===== src/rtl/pyg_pkg.sv =====
// Package for the packed YUV group to RGB converter.
// Types, widths and fixed-point constants shared by the top level and the pixel datapath.
// No dependencies.
package pyg_pkg;

    localparam int PIX_N   = 4;
    localparam int PIX_W   = 8;
    localparam int OFF_W   = 9;
    localparam int SUM_W   = 10;
    localparam int PROD_W  = 24;
    localparam int GSUM_W  = 26;
    localparam int RPRD_W  = 12;

    // chroma offsets: (n * 8192 * K) >> 16 == (n * K) >> 3
    localparam logic signed [RPRD_W-1:0] K_RED  = 12'sd179;
    localparam logic signed [RPRD_W-1:0] K_BLUE = 12'sd228;
    // green: ((n * 8192 * K) >> 8) * C == n * 32 * K * C, exact
    localparam logic signed [GSUM_W-1:0] K_GR = GSUM_W'(32 * 179 * 131);
    localparam logic signed [GSUM_W-1:0] K_GB = GSUM_W'(32 * 228 * 49);

    // luminance weights, Q16
    localparam logic [PROD_W-1:0] W_RED   = 24'd19595;
    localparam logic [PROD_W-1:0] W_GREEN = 24'd38470;
    localparam logic [PROD_W-1:0] W_BLUE  = 24'd7471;
    localparam logic [PROD_W-1:0] W_ROUND = 24'd32768;

    typedef struct packed {
        logic s2;
        logic s3;
        logic s4;
    } t_stage_en;

endpackage


===== src/rtl/pyg_pixel.sv =====
// Per-pixel datapath of the packed YUV group converter: add and clamp,
// luminance products, final select. Stages two to four. Depends on pyg_pkg.
module pyg_pixel
    import pyg_pkg::*;
(
    input  logic                    i_clk,
    input  t_stage_en               i_en,
    input  logic                    i_grey,
    input  logic [PIX_W-1:0]        i_luma,
    input  logic signed [OFF_W-1:0] i_roff,
    input  logic signed [OFF_W-1:0] i_goff,
    input  logic signed [OFF_W-1:0] i_boff,
    output logic [PIX_W-1:0]        o_red,
    output logic [PIX_W-1:0]        o_green,
    output logic [PIX_W-1:0]        o_blue
);

    function automatic logic [PIX_W-1:0] clamp8(input logic [PIX_W-1:0] luma,
                                                input logic signed [OFF_W-1:0] off);
        logic signed [SUM_W-1:0] s;
        s = $signed({2'b00, luma}) + SUM_W'(off);
        if (s[SUM_W-1]) begin
            return '0;
        end else if (s[PIX_W]) begin
            return '1;
        end else begin
            return s[PIX_W-1:0];
        end
    endfunction

    logic [PIX_W-1:0]  r_r2, r_g2, r_b2;
    logic [PIX_W-1:0]  r_r3, r_g3, r_b3;
    logic [PROD_W-1:0] r_pr, r_pg, r_pb;
    logic [PROD_W-1:0] w_ysum;

    always_ff @(posedge i_clk) begin
        if (i_en.s2) begin
            r_r2 <= clamp8(i_luma, i_roff);
            r_g2 <= clamp8(i_luma, i_goff);
            r_b2 <= clamp8(i_luma, i_boff);
        end
    end

    always_ff @(posedge i_clk) begin
        if (i_en.s3) begin
            r_r3 <= r_r2;
            r_g3 <= r_g2;
            r_b3 <= r_b2;
            r_pr <= PROD_W'(r_r2) * W_RED;
            r_pg <= PROD_W'(r_g2) * W_GREEN;
            r_pb <= PROD_W'(r_b2) * W_BLUE;
        end
    end

    assign w_ysum = r_pr + r_pg + r_pb + W_ROUND;

    always_ff @(posedge i_clk) begin
        if (i_en.s4) begin
            if (i_grey) begin
                o_red   <= w_ysum[PROD_W-1:PROD_W-PIX_W];
                o_green <= '0;
                o_blue  <= '0;
            end else begin
                o_red   <= r_r3;
                o_green <= r_g3;
                o_blue  <= r_b3;
            end
        end
    end

endmodule


===== src/rtl/packed_yuv_group_to_rgb.sv =====
// Top level of the packed YUV group to RGB converter: input stage, chroma
// offsets, pipeline control, four pixel datapaths. Depends on pyg_pkg, pyg_pixel.
//
// Input channel: i_valid / o_stall with four packed bytes; a beat is taken
// when i_valid is high and o_stall is low. Output channel: o_valid / i_stall
// with red, green and blue of four pixels; a beat leaves when o_valid is high
// and i_stall is low.
// Four register stages: chroma offsets and luma, add and clamp, luminance
// products, output select; a group passes through them in that order. One
// group per cycle is sustained while the output is not stalled.
// Each stage holds its beat when the next one is full and stalled; empty
// stages keep filling, so up to four groups wait inside during a stall and
// nothing is lost or repeated.
// i_cfg_wr_en writes i_cfg_wr_data into grey mode (write only while idle):
// red then carries the rounded luminance, green and blue read zero.
// Synchronous active-low reset empties the pipeline and clears grey mode.
module packed_yuv_group_to_rgb
    import pyg_pkg::*;
(
    input  logic             i_clk,
    input  logic             i_rst_n,
    input  logic             i_cfg_wr_en,
    input  logic             i_cfg_wr_data,
    input  logic             i_valid,
    output logic             o_stall,
    input  logic [PIX_W-1:0] i_byte_zero,
    input  logic [PIX_W-1:0] i_byte_one,
    input  logic [PIX_W-1:0] i_byte_two,
    input  logic [PIX_W-1:0] i_byte_three,
    output logic             o_valid,
    input  logic             i_stall,
    output logic [PIX_W-1:0] o_red_zero,
    output logic [PIX_W-1:0] o_red_one,
    output logic [PIX_W-1:0] o_red_two,
    output logic [PIX_W-1:0] o_red_three,
    output logic [PIX_W-1:0] o_green_zero,
    output logic [PIX_W-1:0] o_green_one,
    output logic [PIX_W-1:0] o_green_two,
    output logic [PIX_W-1:0] o_green_three,
    output logic [PIX_W-1:0] o_blue_zero,
    output logic [PIX_W-1:0] o_blue_one,
    output logic [PIX_W-1:0] o_blue_two,
    output logic [PIX_W-1:0] o_blue_three
);

    logic                    r_grey;
    logic [4:1]              r_vld;
    logic [4:1]              n_vld;
    logic [4:1]              w_rdy;
    t_stage_en               w_en;

    logic [PIX_W-1:0]        w_byte [PIX_N];
    logic signed [3:0]       w_rn, w_bn;
    logic signed [RPRD_W-1:0] w_rprd, w_bprd;
    logic signed [GSUM_W-1:0] w_gsum;

    logic [PIX_W-1:0]        r_luma [PIX_N];
    logic signed [OFF_W-1:0] r_roff, r_goff, r_boff;

    logic [PIX_W-1:0]        w_red   [PIX_N];
    logic [PIX_W-1:0]        w_green [PIX_N];
    logic [PIX_W-1:0]        w_blue  [PIX_N];

    // stage readiness, back from the output
    assign w_rdy[4] = !r_vld[4] || !i_stall;
    assign w_rdy[3] = !r_vld[3] || w_rdy[4];
    assign w_rdy[2] = !r_vld[2] || w_rdy[3];
    assign w_rdy[1] = !r_vld[1] || w_rdy[2];
    assign o_stall  = !w_rdy[1];
    assign o_valid  = r_vld[4];

    assign w_en.s2 = w_rdy[2];
    assign w_en.s3 = w_rdy[3];
    assign w_en.s4 = w_rdy[4];

    always_comb begin
        n_vld[1] = w_rdy[1] ? i_valid  : r_vld[1];
        n_vld[2] = w_rdy[2] ? r_vld[1] : r_vld[2];
        n_vld[3] = w_rdy[3] ? r_vld[2] : r_vld[3];
        n_vld[4] = w_rdy[4] ? r_vld[3] : r_vld[4];
    end

    always_ff @(posedge i_clk) begin
        if (!i_rst_n) begin
            r_vld  <= '0;
            r_grey <= 1'b0;
        end else begin
            r_vld <= n_vld;
            if (i_cfg_wr_en) begin
                r_grey <= i_cfg_wr_data;
            end
        end
    end

    assign w_byte[0] = i_byte_zero;
    assign w_byte[1] = i_byte_one;
    assign w_byte[2] = i_byte_two;
    assign w_byte[3] = i_byte_three;

    // nibble - 8 is the nibble with its top bit flipped, as 4-bit signed
    assign w_rn = {~w_byte[0][7], w_byte[0][6], w_byte[1][7:6]};
    assign w_bn = {~w_byte[2][7], w_byte[2][6], w_byte[3][7:6]};

    assign w_rprd = RPRD_W'(w_rn) * K_RED;
    assign w_bprd = RPRD_W'(w_bn) * K_BLUE;
    assign w_gsum = -(GSUM_W'(w_rn) * K_GR) - (GSUM_W'(w_bn) * K_GB);

    always_ff @(posedge i_clk) begin
        if (w_rdy[1]) begin
            r_roff <= w_rprd[OFF_W+2:3];
            r_boff <= w_bprd[OFF_W+2:3];
            r_goff <= w_gsum[OFF_W+15:16];
            for (int k = 0; k < PIX_N; k++) begin
                r_luma[k] <= {w_byte[k][5:1], 3'b000};
            end
        end
    end

    for (genvar g = 0; g < PIX_N; g++) begin : g_pix
        pyg_pixel u_pixel (
            .i_clk   (i_clk),
            .i_en    (w_en),
            .i_grey  (r_grey),
            .i_luma  (r_luma[g]),
            .i_roff  (r_roff),
            .i_goff  (r_goff),
            .i_boff  (r_boff),
            .o_red   (w_red[g]),
            .o_green (w_green[g]),
            .o_blue  (w_blue[g])
        );
    end

    assign o_red_zero    = w_red[0];
    assign o_red_one     = w_red[1];
    assign o_red_two     = w_red[2];
    assign o_red_three   = w_red[3];
    assign o_green_zero  = w_green[0];
    assign o_green_one   = w_green[1];
    assign o_green_two   = w_green[2];
    assign o_green_three = w_green[3];
    assign o_blue_zero   = w_blue[0];
    assign o_blue_one    = w_blue[1];
    assign o_blue_two    = w_blue[2];
    assign o_blue_three  = w_blue[3];

    a_rst_empty: assert property (@(posedge i_clk) !i_rst_n |=> !o_valid)
        else $error("output beat valid right after reset");

    a_grey_zero: assert property (@(posedge i_clk) disable iff (!i_rst_n)
        (o_valid && r_grey) |-> (o_green_zero == '0 && o_green_one == '0 &&
        o_green_two == '0 && o_green_three == '0 && o_blue_zero == '0 &&
        o_blue_one == '0 && o_blue_two == '0 && o_blue_three == '0))
        else $error("green or blue nonzero in grey mode");

    a_no_drop: assert property (@(posedge i_clk) disable iff (!i_rst_n)
        (o_valid && i_stall) |=> o_valid)
        else $error("stalled output beat dropped");

    a_accept_moves: assert property (@(posedge i_clk) disable iff (!i_rst_n)
        (i_valid && !o_stall) |=> r_vld[1])
        else $error("accepted input beat not captured");

endmodule

===== config.mk =====
export PLATFORM = sky130hd
export DESIGN_NAME = packed_yuv_group_to_rgb
export DESIGN_NICKNAME = d
export VERILOG_FILES = /design/src/rtl/pyg_pkg.sv /design/src/rtl/pyg_pixel.sv /design/src/rtl/packed_yuv_group_to_rgb.sv
export SDC_FILE = /design/constraint.sdc
export NUM_CORES = 2
export LEC_CHECK = 0
export BUFFER_PORTS_ARGS = -buffer_cell sky130_fd_sc_hd__buf_4
export CAP_MARGIN = 20
export CORE_UTILIZATION = 55
export CTS_CLUSTER_DIAMETER = 200
export DETAILED_ROUTE_END_ITERATION = 8
export MAX_ROUTING_LAYER = met4
export PLACE_DENSITY = 0.7
export SLEW_MARGIN = 20
export SYNTH_ARGS = -nofsm -noshare
export SYNTH_HDL_FRONTEND = slang
export SYNTH_SLANG_ARGS = --single-unit

===== constraint.sdc =====
create_clock -name i_clk -period 10.6 [get_ports i_clk]
set_input_delay 0.53 -clock i_clk [delete_from_list [all_inputs] [get_ports i_clk]]
set_output_delay 0.53 -clock i_clk [all_outputs]
set_load 0.03 [all_outputs]

; ---- Word-level counts from Yosys, hierarchy flattened
; Memories as Yosys holds them, arrays and structs flattened.
; Index checks and enable logic that the tools add are counted.
[totals]
regBits = 588
ram_bits = 20
in_bits = 38
out_inout_bits = 98
word_cells = 129
n_memories = 1
[memory_table]
columns = memory, depth, word_bits, rd, rd_clocked_by_memory_dff, wr, line_no
row1 = r_luma, 4, 5, 4, 0, 4, packed_yuv_group_to_rgb.sv:57  ; logic [PIX_W-1:0] r_luma [PIX_N];
[classes]
addsub = 26
multipliers = 16
muxes = 18
bitwise = 2
n_reduce_logical = 10
[ops]
columns = operator, count
row1 = $mul 8x15->23 const B, 8
row2 = $mux 8, 16
row3 = $add 9x9->10, 12
row4 = $add 23x24->24, 4
row5 = $add 24x16->24 const B, 4
row6 = $add 24x21->24, 4
row7 = $mul 8x13->21 const B, 4
row8 = $neg 25->25, 1
row9 = $sub 25x24->25, 1
row10 = $mul 4x16->20 const B, 1
row11 = $mul 4x13->17 const B, 1
row12 = $mul 4x9->12 const B, 1
row13 = $mul 4x7->10 const B, 1
row14 = $logic_not 1->1, 6
row15 = $logic_or 1x1->1, 4
row16 = $mux 1, 2
row17 = $not 1->1, 2

; ---- Longest topological paths before layout
[logic_depth]
ltp_word = 7
ltp_mapped = 23
ltp_nobuf = 23

; ---- Modules after synthesis
; From an unflattened synthesis, not the netlist that was laid out.
[hier_totals]
cells_unflattened = 4786
hier_area_um2 = 54318.3
[by_module_without_submodules]
columns = module, instances, cells_each, area_each_um2, seq_area_each_um2
row1 = pyg_pixel at g_pix[3].u_pixel, 1, 1150, 12723.5, 4083.9
row2 = pyg_pixel at g_pix[0].u_pixel, 1, 1087, 12400.6, 4083.9
row3 = pyg_pixel at g_pix[2].u_pixel, 1, 1057, 12275.5, 4083.9
row4 = pyg_pixel at g_pix[1].u_pixel, 1, 1068, 12269.3, 4083.9
row5 = packed_yuv_group_to_rgb, 1, 424, 4649.5, 1511.4

; ---- Worst setup path before layout
; OpenSTA, ideal clock, no wires.
[synth_path]
path_kind = input port to flip-flop
from = input port i_stall
to = register g_pix[0].u_pixel.r_b3[0] (enable)
setup_time_ns = 0.702
t_arrival_ns = 7.530
required_time_ns = 9.898
slack_ns = 2.368
stages = 2
path_buffers = 0
path_cell_list = and3_1 inv_1
[synth_rtl]
columns = element, line_no
row1 = "start, declared", packed_yuv_group_to_rgb.sv:31  ; input logic i_stall,
row2 = "end signal, assigned", pyg_pixel.sv:48  ; r_b3 <= r_b2;
row3 = "end, declared", pyg_pixel.sv:32  ; logic [PIX_W-1:0] r_r3, r_g3, r_b3;

; ---- Worst setup path after layout
[layout_path]
from = register g_pix[0].u_pixel.r_b2[6]
to = register g_pix[0].u_pixel.r_pb[19] (data pin)
[layout_between]
elab_chain_len = 1
[layout_lines]
columns = element, line_no
row1 = "start, declared", pyg_pixel.sv:31  ; logic [PIX_W-1:0] r_r2, r_g2, r_b2;
row2 = "start signal, assigned", pyg_pixel.sv:40  ; r_b2 <= clamp8(i_luma, i_boff);
row3 = $mul 8x13->21, pyg_pixel.sv:51  ; r_pb <= PROD_W'(r_b2) * W_BLUE;
row4 = "end signal, assigned", pyg_pixel.sv:51
row5 = "end, declared", pyg_pixel.sv:33  ; logic [PROD_W-1:0] r_pr, r_pg, r_pb;
; No other way between the ends.
; A chain may end at the register's enable or synchronous reset.

==> Implementation_results.wiki <==
{| class="wikitable"
! Metric !! Value
|-
| Detailed-route wire length || 107000 um
|-
| TritonCTS clock tree || built
|-
| Syn-to-layout area delta || 9.51%
|-
| Max-capacitance violation count || 0
|-
| Die outline height || 308 um
|-
| Start point of the critical path || g_pix[0].u_pixel.r_b2[6]
|-
| Final setup skew || 0.0322 ns
|-
| Cell area after layout || about 56000 um^2
|-
| TritonRoute pass-1 iters || 7
|-
| H-tree lvl count || 3
|-
| Worst stage delay on the critical path || 0.76 ns
|-
| Slew Limit Fails || 0
|-
| Pin count of the biggest net entering global routing || about 170
|-
| Capturing element type of the critical path || register
|-
| Most numerous cell on the critical path || sky130_fd_sc_hd__fa_1
|-
| CP max-delay cell || sky130_fd_sc_hd__edfxtp_1
|-
| Number of standard-cell rows in the floorplan || roughly 110
|-
| Cell-by-cell trace of the critical path || fa_1, fa_1, inv_1, fa_1, inv_1, fa_1, ha_1, a21boi_0, o21ai_0, a31oi_1, o41ai_2, o2111ai_1, a21oi_1, xnor2_1
|-
| Final-layout setup total negative slack || 0 ns
|-
| Post-route ant nets || 0
|-
| Number of instances resized during post-cts repair || 0
|-
| Number of setup buffers added after CTS || 0
|-
| Die area || 94900 um^2
|-
| Global placement routability congestion || a little under 0.9
|-
| Result of the run || finished clean
|-
| Fmax achieved || 194 MHz
|-
| Kind of cell adding the most delay to the critical path || adder cells
|-
| Worst min-delay path category || input pin to register
|-
| Clock transition at the registers of the reported paths || 0.06 ns
|-
| Placed standard-cell area || 54100 um^2
|-
| Worst Path Buf+Inv || 2
|-
| Slew at the pin with the worst max-slew slack || 1.14 ns
|-
| Layout Nets || 6046
|-
| Average instance area after synthesis || 11.7 um^2
|-
| Layout cells sized above 1 || 6.52%
|-
| Arrival time at the worst endpoint || 5.53 ns
|-
| Worst slew margin || a little under a quarter
|-
| Initial Utilization || 55.9%
|-
| Count of port buffers added during placement || 131
|-
| Final hold vios || 0
|-
| Number of enable flip-flop cells after synthesis || between 500 and 600
|-
| Global-route total usage across every layer || 24.2%
|-
| Final critical-path share of the clock period || 48.7%
|-
| Leading area contributor after synthesis || sky130_fd_sc_hd__edfxtp_1
|-
| Uppermost layer routed || met4
|-
| Count leader, synth || sky130_fd_sc_hd__ha_1
|-
| Startpoint of the most critical hold path || i_valid
|-
| Die width || 308 um
|-
| Number of nets produced by synthesis || 5854
|-
| Clk buf depth || 3
|-
| Highest fanout seen on the critical path || 9
|-
| Clock period minus final worst setup slack || 5.16 ns
|-
| Share of flip-flops with an asynchronous set or reset after synthesis || 0%
|-
| Number of remaining DRC errors || 0
|-
| Number of hold-repair buffers added at the cts stage || 0
|-
| Total global routing overflow || 0
|-
| Clock sink count || between 500 and 600
|-
| Sum of net half-perimeters after detailed placement || 84500 um
|-
| Number of warning messages in the yosys log || 0
|-
| Summed instance area of the synthesized netlist || between 50000 and 60000 um^2
|-
| Antenna violations before repair || 12
|-
| Total inserted antenna cells || 0
|-
| Prevailing post-synth register cell || sky130_fd_sc_hd__edfxtp_1
|-
| Vias post-DR || 32100
|-
| Top cells by area, synth || sky130_fd_sc_hd__edfxtp_1, sky130_fd_sc_hd__ha_1, sky130_fd_sc_hd__fa_1, sky130_fd_sc_hd__inv_1, sky130_fd_sc_hd__xnor2_1
|-
| Total clock buffers created by CTS || 70
|-
| Most frequent cells after synthesis || sky130_fd_sc_hd__ha_1, sky130_fd_sc_hd__inv_1, sky130_fd_sc_hd__edfxtp_1, sky130_fd_sc_hd__fa_1, sky130_fd_sc_hd__a21oi_1
|-
| Flop and latch count out of synthesis || between 500 and 600
|-
| Sum of met3 wire segment lengths after detailed routing || 5720 um
|-
| Worst reg2reg startpoint || g_pix[0].u_pixel.r_b2[6]
|-
| Cell count after placement || 5762
|-
| Detailed route wirelength on metal2 || 48700 um
|-
| Iteration-0 DRC Markers || 1869
|-
| Register area share after synthesis || 34.6%
|-
| I/O pin count || around 140
|-
| Worst hold margin || 0.110 ns
|-
| Final instance count without filler cells || 5890
|-
| Startpoint type of the worst setup path || register
|-
| Cells after Synth || 4399
|-
| Root buf cell || sky130_fd_sc_hd__clkbuf_16
|-
| RSZ-0062 raised after global routing || no
|-
| First-pass GRT wire length || 173000 um
|-
| Classification of the worst setup path || register to register
|-
| Via count of the first global-routing pass || 32600
|-
| Wl on met1 || 50000 um
|-
| Required arrival time at the worst endpoint || roughly 11 ns
|-
| Later-pin clock latency in the skew report || between 0.6 and 0.7 ns
|-
| Average detailed-routed wire length per instance || 18.2 um
|-
| Count of unique library cells instantiated by Yosys || 72
|-
| Vias per cell || 5.45
|-
| Post-synth top area share || between 30 and 40%
|-
| Filler Cell Count || 7455
|-
| Core Region || 92200 um^2
|-
| Final setup violation count || 0
|}
kinds of logic (layout without fill, tap and decap cells):
family	after synthesis	after routing	synth area share [%]
flip-flops	596	596	34.6
adder cells (fa/ha/maj)	1417	1417	39.5
multiplexers	22	22	0.476
AND/OR/NAND/NOR	684	684	6.46
buffers and inverters	653	901	4.76
XOR/XNOR	328	328	5.57
AO/OA/AOI/OAI	699	699	8.59
cell usage in the layout, fill, tap and decap left out, types with 5 or more instances in the layout:
| master | n |
|---|---|
| sky130_fd_sc_hd__a2111oi_0 | 7 |
| sky130_fd_sc_hd__a211o_1 | 6 |
| sky130_fd_sc_hd__a211oi_1 | 19 |
| sky130_fd_sc_hd__a21o_1 | 73 |
| sky130_fd_sc_hd__a21oi_1 | 269 |
| sky130_fd_sc_hd__a31o_2 | 9 |
| sky130_fd_sc_hd__a31oi_1 | 33 |
| sky130_fd_sc_hd__and2_1 | 9 |
| sky130_fd_sc_hd__and3_1 | 33 |
| sky130_fd_sc_hd__and4_1 | 5 |
| sky130_fd_sc_hd__buf_4 | 137 |
| sky130_fd_sc_hd__bufinv_16 | 8 |
| sky130_fd_sc_hd__clkbuf_1 | 10 |
| sky130_fd_sc_hd__clkbuf_16 | 74 |
| sky130_fd_sc_hd__clkinv_1 | 14 |
| sky130_fd_sc_hd__clkinv_2 | 12 |
| sky130_fd_sc_hd__edfxtp_1 | 591 |
| sky130_fd_sc_hd__fa_1 | 351 |
| sky130_fd_sc_hd__ha_1 | 1066 |
| sky130_fd_sc_hd__inv_1 | 634 |
| sky130_fd_sc_hd__mux2_2 | 20 |
| sky130_fd_sc_hd__nand2_1 | 91 |
| sky130_fd_sc_hd__nand2b_1 | 35 |
| sky130_fd_sc_hd__nand3_1 | 52 |
| sky130_fd_sc_hd__nand4_1 | 9 |
| sky130_fd_sc_hd__nor2_1 | 252 |
| sky130_fd_sc_hd__nor2b_1 | 104 |
| sky130_fd_sc_hd__nor3_1 | 46 |
| sky130_fd_sc_hd__o211ai_1 | 13 |
| sky130_fd_sc_hd__o21a_1 | 33 |
| sky130_fd_sc_hd__o21ai_0 | 104 |
| sky130_fd_sc_hd__o21bai_1 | 59 |
| sky130_fd_sc_hd__o31ai_1 | 9 |
| sky130_fd_sc_hd__o41ai_1 | 7 |
| sky130_fd_sc_hd__or2_2 | 15 |
| sky130_fd_sc_hd__or3_1 | 15 |
| sky130_fd_sc_hd__xnor2_1 | 231 |
| sky130_fd_sc_hd__xor2_1 | 97 |
registers in the layout, indices dropped and copies added (netlist names), 20 cells and up:
register               count
g_pix.u_pixel.r_pr        88
g_pix.u_pixel.r_pg        88
g_pix.u_pixel.r_b2        32
g_pix.u_pixel.r_g3        32
g_pix.u_pixel.r_r2        32
g_pix.u_pixel.o_green     32
g_pix.u_pixel.o_blue      32
g_pix.u_pixel.r_b3        32
g_pix.u_pixel.r_pb        80
g_pix.u_pixel.o_red       32
g_pix.u_pixel.r_g2        32
r_luma                    20
g_pix.u_pixel.r_r3        32
cell type report:
| type | instances | area [um^2] | share of cell area [%] |
|---|---|---|---|
| multi-input cells | 3150 | 31300 | 55.4 |
| clock inverters | 44 | 444 | 0.787 |
| clock buffers | 84 | 1890 | 3.35 |
| flip-flops and latches | 596 | 17900 | 31.6 |
| repair buffers | 138 | 1050 | 1.86 |
| inverters | 635 | 2390 | 4.24 |
| well taps | 1243 | 1560 | 2.76 |
routing by layer:
layer / vias to the layer above / GRT usage (%)
li1: 15800 / -
met1: 15500 / 33.4
met2: 665 / 37.4
met3: 166 / 3.09
met4: 0 / 7.03
met5: - / -
through the flow:
stage / setup WS [ns] / util (%)
CTS: 5.39 / 61.2
global route: 5.08 / 61.2
global placement: 4.96 / 58.7
finish: 5.44 / 61.2
floorplan: 2.37 / -
detailed placement: 4.93 / 58.7
worst paths after layout:
check	cells after the start	to	slack, ns
max	14	g_pix[0].u_pixel.r_pb[19]	5.44
min	2	r_vld[1]	0.11
max reg2reg	14	g_pix[0].u_pixel.r_pb[19]	5.44
min reg2reg	2	r_vld[4]	0.49
Power is not shown: default switching activity piles up to over one toggle a cycle in this logic, so the estimate is an artifact.
